### src/hw/rtl/mnp_ram.sv
// generic simple dual-port ram: one write port, one read port with registered data
// no dependencies
`timescale 1ns / 1ps

module mnp_ram #(
    parameter int WIDTH = 8,
    parameter int DEPTH = 16
) (
    input  logic                                   clk,
    input  logic                                   we,
    input  logic [(DEPTH > 1 ? $clog2(DEPTH) : 1)-1:0] waddr,
    input  logic [WIDTH-1:0]                       wdata,
    input  logic                                   re,
    input  logic [(DEPTH > 1 ? $clog2(DEPTH) : 1)-1:0] raddr,
    output logic [WIDTH-1:0]                       rdata
);

    logic [WIDTH-1:0] mem_reg [DEPTH];
    logic [WIDTH-1:0] rdata_reg;

    always_ff @(posedge clk)
    begin
        if (we)
        begin
            mem_reg[waddr] <= wdata;
        end
        // read data holds while no read is issued
        if (re)
        begin
            rdata_reg <= mem_reg[raddr];
        end
    end

    assign rdata = rdata_reg;

endmodule

### config.mk
export PLATFORM = sky130hd
export DESIGN_NAME = mnp_ram
export DESIGN_NICKNAME = d
export VERILOG_FILES = /design/src/hw/rtl/mnp_ram.sv
export SDC_FILE = /design/constraint.sdc
export NUM_CORES = 1
export LEC_CHECK = 0
export CAP_MARGIN = 20
export CORE_ASPECT_RATIO = 1.4
export CORE_MARGIN = 4
export CORE_UTILIZATION = 30
export DETAILED_ROUTE_END_ITERATION = 7
export DONT_BUFFER_PORTS = 1
export GPL_ROUTABILITY_DRIVEN = 0
export SETUP_SLACK_MARGIN = 0.1
export SLEW_MARGIN = 20
export SYNTH_ARGS = -nofsm -noshare
export SYNTH_HDL_FRONTEND = slang
export SYNTH_SLANG_ARGS = --single-unit
### constraint.sdc
create_clock -name clk -period 2.5 [get_ports clk]
set_input_delay 0.375 -clock clk [delete_from_list [all_inputs] [get_ports clk]]
set_output_delay 0.375 -clock clk [all_outputs]
set_load 0.02 [all_outputs]
==> results.ini, run 1 <==
[run_status]
status = complete, no violations

[worst_setup_path]
path_delay_family = multiplexers
path_cells = mux4_1, a22oi_1, nand2_1
required_ns = 2.64
critPathKind = reg -> reg
critical-path-slowest-cell = mux4_1
worst_ep_arrival_time_ns = 1.65
crit_fanout = 1
endpoint_kind = flip-flop
cp_slowest_stage_delay_ns = 0.53
critPathLaunchType = flip-flop
crit_buf_inv = 0

[synth]
syn_area_per_cell_um2 = 22.8
ys_ff_latch = 136
yosys-top-cells-count = edfxtp_1, mux4_2, a22oi_1, mux4_1, nor2_1
synth-edff-count = 136
async_reset_ff_frac = 0
synth_ff_type = edfxtp_1
yosysMostFrequentCell = edfxtp_1
netlist.area_leader.share = 0.781
ys_seq_area_frac = 0.781
synth_area_um2 = 5230
yosysWarningCount = 0
synth_nets = 248
syn-instance-count = 229
synthTopCellsByArea = edfxtp_1, mux4_2, mux4_1
synth_area_leader_cell = edfxtp_1
synthDistinctLibCells = 18

[sta]
whs_ns = 0.0610
worst_slew_pin_slew_ns = 0.855
fin_tns_setup_ns = 0
setup-violations-final = 0
grt_setup_unrepaired = no
skew_ns = 0.00538
post-route-period-util = 0.605
finalHoldViolCount = 0
fin_crit_ns = 1.51
fmax_ghz = 0.661
drv_slew = 0
slew_headroom = 0.428

[final_layout]
largest_reg_flops = 128
diodes = 0
syn2layout_area_growth_pct = 16.5
fin_cells = 496
postLayoutCellArea_um2 = 6090
n_fill_cell = 1592
final_nets = 270
drive_above_1_share = 0.223

[die]
core_area_um2 = 17000
start_util = 0.308
io_pins = 27
dieArea_um2 = 19600
die_h_um = 164
num_rows = 56
die_w_um = 120

[clock_tree]
tritoncts = yes
h-tree-depth = 4
clk_latency_ns = 0.41
hold_buffers = 0
clockRootBuffer = clkbuf_16
cts_resized = 0
post_cts_buffers = 0
cts.path.max_buffers = 2
numCtsBuffers = 17
cts.clk_slew.worst_paths_ns = 0.06
clkSinkCount = 136

[min_path]
hold_class = in -> reg

[place]
place.port_buffers = 0
hpwl_mm = 6.59
placed_cell_area_um2 = 5530
place_inst = 464

[global_routing]
grt_pass1_vias = 2541
overflow = 0
grt_pass1_wl_mm = 15.6
grt_usage = 0.111
antenna_found_initial = 0
grt_max_degree = 33

[power]
peakVddDrop_mv = 0.523
powerDensity_nw_per_um2 = 833
p_leak_nw = 1.94
fin_total_pwr_mw = 5.07

[detailed_routing]
finalWirelength_mm = 9.90
via_per_inst = 4.58
wl_per_cell_um = 20.0
dr.pass1.iters = 4
drt-initial-drc-count = 133
drc = 0
ant_nets = 0
vias = 2274

[run]
maxCapViolCount = 0

[per-layer routing]
metal | part of all wire | up-vias | GRT usage
met2 | 0.51 | 74 | 0.182
met3 | 0.078 | 9 | 0.0486
met4 | 0.011 | 0 | 0.0438
met1 | 0.40 | 1165 | 0.129
li1 | - | 1026 | -
met5 | 0 | - | 0
[power breakdown]
part	total, mW	internal (mW)	switching (mW)	leakage [nW]
registers	2.60	2.57	0.0315	1.24
logic	0.135	0.0759	0.0588	0.440
clock network	2.34	1.46	0.879	0.266
[through the flow]
stage          utilization  setup slack [ns]
5_1_grt              0.359             0.921
6_report             0.359             0.987
3_5_place_dp         0.326             0.793
3_3_place_gp         0.326             0.812
2_1_floorplan            -             0.632
4_1_cts              0.359             0.977
[final timing paths]
kind	from	to	slack, ns	cells past startpoint
worst min register to register	mem_reg[7][1]	rdata[1]	0.76	3
worst min-delay path	wdata[2]	mem_reg[7][2]	0.06	0
worst max register to register	mem_reg[2][5]	rdata[5]	0.99	3
worst max-delay path	mem_reg[2][5]	rdata[5]	0.99	3
[kinds of logic after synthesis]
kind of cell	share of synthesized area
AO/OA/AOI/OAI	0.0230
buffers and inverters	0.0165
flip-flops	0.781
multiplexers	0.148
AND/OR/NAND/NOR	0.0314
[cell usage in the layout (no fill, tap or decap), drive strengths merged, types with 2 or more instances in the layout]
cell type | synthesis | layout
clkinv | 0 | 7
edfxtp | 136 | 136
mux4 | 32 | 32
bufinv | 0 | 2
nand2b | 2 | 2
buf | 7 | 13
nor3 | 4 | 4
a22oi | 16 | 16
clkinvlp | 0 | 3
nor2 | 13 | 13
clkbuf | 0 | 19
nand2 | 9 | 9
nand3b | 2 | 2
[area by class of cell]
| type | instances | area, µm² | share of cell area |
|---|---|---|---|
| clock buffer | 19 | 433 | 0.0711 |
| multi-input combinational | 83 | 1060 | 0.174 |
| sequential | 136 | 4080 | 0.670 |
| tap | 232 | 290 | 0.0476 |
| timing repair buffer | 13 | 97.6 | 0.0160 |
| clock inverter | 13 | 130 | 0.0214 |
Power figures use the tool's default switching activity.
==> run 2: changes to the inputs <==
--- a/config.mk
+++ b/config.mk
@@ -5,6 +5,7 @@
 export SDC_FILE = /design/constraint.sdc
 export NUM_CORES = 1
 export LEC_CHECK = 0
+export ABC_AREA = 1
 export CAP_MARGIN = 20
 export CORE_ASPECT_RATIO = 1.4
 export CORE_MARGIN = 4
==> constraint.sdc (replaced) <==
create_clock -name clk -period 1.2 [get_ports clk]
set_input_delay 0.18 -clock clk [delete_from_list [all_inputs] [get_ports clk]]
set_output_delay 0.18 -clock clk [all_outputs]
set_load 0.02 [all_outputs]
==> run 2 against run 1 <==
Compared with the run above:
- via count grew 66%
- register-to-register slack lost 0.87 ns
- highest routed layer unchanged
- die area grew 11%
- critical path type is now reg -> out
- count of clock-buffer cells in the layout is the same
==> results.ini, run 2 <==
[synth]
synthDistinctLibCells = 11  ; was 18
ys_seq_area_frac = 0.698  ; was 0.781
yosysMostFrequentCell = nand2_1  ; was edfxtp_1
synth_ff_type = edfxtp_1  ; unchanged
synth_area_leader_cell = edfxtp_1  ; unchanged
synth-edff-count = 136  ; unchanged
yosys-top-cells-count = nand2_1, edfxtp_1, inv_1, nand3_1, nor2_1  ; was edfxtp_1, mux4_2, a22oi_1, mux4_1, nor2_1
async_reset_ff_frac = 0  ; unchanged
synth_area_um2 = 5850  ; was 5230 µm²
synth_nets = 570  ; was 248
syn-instance-count = 551  ; was 229
synthTopCellsByArea = edfxtp_1, nand2_1, nand3_1  ; was edfxtp_1, mux4_2, mux4_1
netlist.area_leader.share = 0.698  ; was 0.781
yosysWarningCount = 0  ; unchanged
ys_ff_latch = 136  ; unchanged
syn_area_per_cell_um2 = 10.6  ; was 22.8 µm²

[global_routing]
grt_max_degree = 66  ; was 33
grt_pass1_wl_mm = 21.9  ; was 15.6 mm
antenna_found_initial = 0  ; unchanged
overflow = 0  ; unchanged
grt_pass1_vias = 3818  ; was 2,541
grt_usage = 0.132  ; was 0.111

[worst_setup_path]
crit_fanout = 1  ; unchanged
worst_ep_arrival_time_ns = 0.94  ; was 1.65 ns
endpoint_kind = primary output  ; was flip-flop
required_ns = 1.02  ; was 2.64 ns
critPathLaunchType = flip-flop  ; unchanged
r2r_slack_ns = 0.12  ; was 0.99 ns
critPathKind = reg -> out  ; was reg -> reg

[detailed_routing]
via_per_inst = 4.50  ; was 4.58
finalWirelength_mm = 13.8  ; was 9.90 mm
drt-initial-drc-count = 329  ; was 133
ant_nets = 0  ; unchanged
dr.pass1.iters = 5  ; was 4
wl_per_cell_um = 16.5  ; was 20.0 µm
drc = 0  ; unchanged
vias = 3769  ; was 2,274

[clock_tree]
clkSinkCount = 136  ; unchanged
numCtsBuffers = 17  ; unchanged
clk_latency_ns = 0.41  ; about the same
clockRootBuffer = clkbuf_16  ; unchanged
cts.path.max_buffers = 2  ; unchanged
tritoncts = yes  ; unchanged
h-tree-depth = 4  ; unchanged
cts.clk_slew.worst_paths_ns = 0.06  ; about the same
post_cts_buffers = 0  ; unchanged

[power]
p_leak_nw = 2.95  ; was 1.94 nW
clkPwrFrac = 0.462  ; was 0.460
peakVddDrop_mv = 1.03  ; was 0.523 mV
powerDensity_nw_per_um2 = 1580  ; was 833 nW/µm²
swShare = 0.212  ; was 0.191
switchingPower_mw = 2.37  ; was 970 µW
seqPwrFrac = 0.485  ; was 0.513
p_comb_frac = 0.053  ; was 0.027
p_int_mw = 8.81  ; was 4.10 mW
fin_total_pwr_mw = 11.2  ; was 5.07 mW

[sta]
fin_tns_setup_ns = 0  ; unchanged
whs_ns = 0.0107  ; was 0.0610 ns
post-route-period-util = 0.933
setup-violations-final = 0  ; unchanged
setup_ws_ns = 0.0798  ; was 0.987 ns
fin_crit_ns = 1.12
drv_slew = 0  ; unchanged
finalHoldViolCount = 0  ; unchanged
worst_slew_pin_slew_ns = 0.708  ; was 0.855 ns
grt_setup_unrepaired = yes  ; was no
skew_ns = 0.00660  ; was 0.00538 ns
slew_headroom = 0.528  ; was 0.428
fmax_ghz = 0.893

[place]
place.port_buffers = 0  ; unchanged
hpwl_mm = 8.50  ; was 6.59 mm
pre_cts_ws_ns = -0.137  ; was 0.793 ns
place_inst = 795  ; was 464

[die]
dieArea_um2 = 21800  ; was 19,600 µm²
start_util = 0.304  ; was 0.308
io_pins = 27  ; unchanged
die_h_um = 173  ; was 164 µm
die_w_um = 126  ; was 120 µm
core_area_um2 = 19200  ; was 17,000 µm²
num_rows = 60  ; was 56

[final_layout]
final_common_cell = nand2_1  ; was edfxtp_1
fin_cells = 838  ; was 496
n_fill_cell = 1911  ; was 1,592
drive_above_1_share = 0.161  ; was 0.223
diodes = 0  ; unchanged
largest_reg_flops = 128  ; unchanged
final_cell_mix = nand2_1, edfxtp_1, inv_1, nand3_1, nand3_2  ; was edfxtp_1, mux4_2, clkbuf_16, a22oi_1, mux4_1
syn2layout_area_growth_pct = 21.0  ; was 16.5%
final_nets = 596  ; was 270

[run_status]
status = complete, no violations  ; unchanged

[min_path]
hold_class = in -> reg  ; unchanged

[run]
maxCapViolCount = 0  ; unchanged

## run 2: cell types whose count changed in the layout (fill, tap and decap cells not counted), moves of 10 or more
cell           change
mux4_2            -18
inv_1             +99
nand2_2           +10
dlygate4sd3_1     +10
nand3_2           +32
mux4_1            -14
nand3_1           +63
nand2_1          +154
a22oi_1           -16
## run 2: layout make-up
type / instances / area (µm²) / share of cell area
Clock buffer: 19 / 433 / 0.0612
Clock inverter: 13 / 154 / 0.0218
Inverter: 102 / 383 / 0.0541
Multi-Input combinational cell: 289 / 1410 / 0.199
Sequential cell: 136 / 4080 / 0.577
Tap cell: 248 / 310 / 0.0439
Timing Repair Buffer: 31 / 300 / 0.0424
## run 2: path summary, 6_finish.rpt
check / start / endpoint / cells past startpoint
hold reg to reg: mem_reg[3][2] / rdata[2] / 6
setup reg to reg: mem_reg[9][1] / rdata[1] / 6
hold / removal: raddr[3] / rdata[2] / 2
setup / recovery: rdata[2] / rdata[2] / 0
## run 2: stage by stage
| step | utilization | instance area, µm² |
|---|---|---|
| finish | 0.368 | 7080 |
| global placement | 0.321 | 6180 |
| detailed placement | 0.321 | 6180 |
| CTS | 0.358 | 6890 |
| global route | 0.368 | 7080 |
| floorplan | - | 5850 |
## run 2: what timing repair did
item / in CTS / in global routing
pin swaps: 2 / 29
hold buffers: 10 / 1
setup endpoints to repair: 11 / 31
gates resized for setup: 4 / 42
endpoints found under the hold margin: 139 / 1
## run 2: power groups by stage
stage	sequential [mW]	combinational (mW)	clock, mW
global route	5.43	0.667	5.45
finish	5.42	0.596	5.17
detailed placement	5.52	0.435	0
CTS	5.42	0.552	5.24
floorplan	5.50	0.375	0
global placement	5.52	0.433	0
## run 2: kinds of logic (layout without fill, tap and decap cells)
kind of cell | after synthesis | after routing | synth area share
buffers and inverters | 126 | 165 | 0.0939
DFF | 136 | 136 | 0.698
and+or+nand+nor | 289 | 289 | 0.208
## run 2: layer usage
| layer | GRT usage | vias to the layer above | wire (µm) |
|---|---|---|---|
| met3 | 0.0250 | 24 | 655 |
| li1 | - | 1837 | - |
| met2 | 0.224 | 101 | 7050 |
| met5 | 0 | - | 0 |
| met1 | 0.160 | 1807 | 5710 |
| met4 | 0.0640 | 0 | 429 |
==> run 3: changes to the inputs <==
--- a/config.mk
+++ b/config.mk
@@ -13,6 +13,7 @@
 export DETAILED_ROUTE_END_ITERATION = 7
 export DONT_BUFFER_PORTS = 1
 export GPL_ROUTABILITY_DRIVEN = 0
+export PLACE_DENSITY = 0.45
 export SETUP_SLACK_MARGIN = 0.1
 export SLEW_MARGIN = 20
 export SYNTH_ARGS = -nofsm -noshare
==> run 3 against run 2 <==
Compared with the run above:
- utilization rose by 0.11 points
- the flow now finishes with violations (hold timing)
- sequential share of layout area fell by 0.17 points
- final area increased by 0.30%
- critical endpoint is now rdata[1]
- wire length rose by 3.8%
- clock power is 8.1% higher
- critical path type is now reg -> reg
==> results.ini, run 3 (synthesis gave the netlist of run 2 again) <==
[min_path]
hold_start = wdata[1]  ; was raddr[3]
hold_depth = 0  ; was 2
min_to = mem_reg[1][1]  ; was rdata[2]
hold_class = in -> reg  ; unchanged

[final_layout]
postLayoutCellArea_um2 = 7100  ; was 7080 µm²
largest_reg_flops = 128  ; unchanged
syn2layout_area_growth_pct = 21.4  ; was 21.0%
drive_above_1_share = 0.152  ; was 0.161
final_common_cell = nand2_1  ; unchanged
final_cell_mix = nand2_1, edfxtp_1, inv_1, nand3_1, nand3_2  ; unchanged
final_nets = 599  ; was 596
fin_cells = 842  ; was 838

[clock_tree]
h-tree-depth = 4  ; unchanged
tritoncts = yes  ; unchanged
clkSinkCount = 136  ; unchanged
hold_buffers = 7  ; was 10
post_cts_buffers = 0  ; unchanged
numCtsBuffers = 17  ; unchanged
cts.path.max_buffers = 2  ; unchanged
clockRootBuffer = clkbuf_16  ; unchanged
cts.clk_slew.worst_paths_ns = 0.06  ; about the same
clk_latency_ns = 0.41  ; about the same

[run]
maxCapViolCount = 0  ; unchanged

[detailed_routing]
via_per_inst = 4.46  ; was 4.50
dr.pass1.iters = 4  ; was 5
finalWirelength_mm = 14.4  ; was 13.8 mm
wl_per_cell_um = 17.1  ; was 16.5 µm
ant_nets = 0  ; unchanged
vias = 3755  ; was 3,769
drc = 0  ; unchanged
drt-initial-drc-count = 305  ; was 329

[global_routing]
grtUsageMet3 = 0.0266  ; was 0.0250
overflow = 0  ; unchanged
grt_max_degree = 66  ; unchanged
grt_pass1_vias = 3795  ; was 3,818
grtUsageMet2 = 0.241  ; was 0.224
grt_busiest_layer = met2  ; unchanged
grt_usage = 0.136  ; was 0.132
antenna_found_initial = 0  ; unchanged
grt_pass1_wl_mm = 22.7  ; was 21.9 mm
met1_usage = 0.166  ; was 0.160

[sta]
setup-violations-final = 0  ; unchanged
post-route-period-util = 0.923  ; was 0.933
drv_slew = 0  ; unchanged
finalHoldViolCount = 49  ; was 0
fmax_ghz = 0.903  ; was 0.893 GHz
grt_setup_unrepaired = yes  ; unchanged
slew_headroom = 0.511  ; was 0.528
setup_ws_ns = 0.0926  ; was 0.0798 ns
worst_slew_pin_slew_ns = 0.734  ; was 0.708 ns
fin_crit_ns = 1.11  ; was 1.12 ns
whs_ns = -0.133  ; was 0.0107 ns
skew_ns = 0.0110  ; was 0.00660 ns

[place]
hpwl_mm = 9.35  ; was 8.50 mm
pre_cts_ws_ns = -0.0744  ; was -0.137 ns
placed_cell_area_um2 = 6210  ; was 6180 µm²
place.port_buffers = 0  ; unchanged
place_inst = 802  ; was 795

[die]
core_area_um2 = 19200  ; unchanged
dieArea_um2 = 21800  ; unchanged
die_h_um = 173  ; unchanged
num_rows = 60  ; unchanged
die_w_um = 126  ; unchanged
start_util = 0.304  ; unchanged
io_pins = 27  ; unchanged

[power]
p_comb_frac = 0.049  ; was 0.053
swShare = 0.202  ; was 0.212
clkPwrFrac = 0.483  ; was 0.462
p_leak_nw = 3.00  ; was 2.95 nW
switchingPower_mw = 2.34  ; was 2.37 mW
seqPwrFrac = 0.468  ; was 0.485
peakVddDrop_mv = 0.821  ; was 1.03 mV
powerDensity_nw_per_um2 = 1630  ; was 1580 nW/µm²
p_int_mw = 9.25  ; was 8.81 mW

[worst_setup_path]
rr_worst_depth = 6  ; unchanged
crit_fanout = 1  ; unchanged
endpoint_kind = flip-flop  ; was primary output
required_ns = 1.36  ; was 1.02 ns
worst_ep_arrival_time_ns = 1.27  ; was 0.94 ns
crit-reg2reg-launch = mem_reg[1][1]  ; was mem_reg[9][1]
worst_r2r_endpoint = rdata[1]  ; unchanged
critPathLaunchType = flip-flop  ; unchanged
r2r_slack_ns = 0.09  ; was 0.12 ns
critPathKind = reg -> reg  ; was reg -> out

[run_status]
violations = hold timing
status = complete, but fails checks  ; was complete, no violations

-- run 3: cell types whose count changed in the layout (fill, tap and decap cells not counted), moves of 2 or more --
cell,previous run,this run
dlymetal6s4s_1,1,4
clkinv_2,4,0
buf_12,3,1
dlygate4sd3_1,10,3
nand2_2,10,2
buf_4,17,26
bufinv_16,3,5
nand2_1,163,171
-- run 3: worst max-delay path, stage by stage (launching register included) --
cell and delay (ns):
edfxtp_1 0.36, inv_1 0.06, nand2_1 0.05, nand3_1 0.09, nand3_2 0.12, nand3_2 0.10
nand2_1 0.07
-- run 3: area by class of cell --
| type | count | area [µm²] |
|---|---|---|
| repair buffers | 34 | 295 |
| clock buffers | 20 | 437 |
| fillers | 1949 | 12100 |
| flip-flops and latches | 136 | 4080 |
| clock inverters | 12 | 199 |
| multi-input cells | 289 | 1390 |
| well taps | 248 | 310 |
| diodes | 1 | 2.50 |
| inverters | 102 | 383 |
-- run 3: worst max path at each step --
stage / slack, ns / from / to / cells past startpoint
after floorplan: 0.07 / waddr[3] / mem_reg[4][0] / 2
after global placement: -0.08 / raddr[0] / rdata[0] / 9
after detailed placement: -0.07 / raddr[0] / rdata[4] / 7
after CTS: 0.08 / rdata[4] / rdata[4] / 0
after global routing: 0.06 / mem_reg[0][1] / rdata[1] / 6
final: 0.09 / mem_reg[1][1] / rdata[1] / 6
-- run 3: per-stage QoR --
stage | util | setup TNS, ns | total power, mW
2_1_floorplan | - | 0 | 5.88
3_3_place_gp | 0.323 | -0.271 | 5.98
3_5_place_dp | 0.323 | -0.276 | 5.97
4_1_cts | 0.364 | 0 | 11.7
5_1_grt | 0.369 | 0 | 12.0
6_report | 0.369 | 0 | 11.6
-- run 3: power by group through the flow --
stage          Combinational [mW]  Clock [mW]  Sequential, mW
6_report                    0.569        5.59            5.42
5_1_grt                     0.644        5.95            5.43
4_1_cts                     0.553        5.71            5.42
3_5_place_dp                0.452           0            5.52
3_3_place_gp                0.455           0            5.52
2_1_floorplan               0.375           0            5.50
-- run 3: repair_timing --
| action | 4_1_cts | 5_1_grt |
|---|---|---|
| endpoints found under the hold margin | 140 | 50 |
| setup endpoints to repair | 11 | 79 |
| resized for setup | 15 | 24 |
| pin swaps | 4 | 9 |
-- run 3: per-layer routing --
metal  routed length [µm]  up-vias
li1                     -     1837
met1                 5990     1842
met2                 7720       70
met3                  513        6
met4                  148        0
met5                    0        -
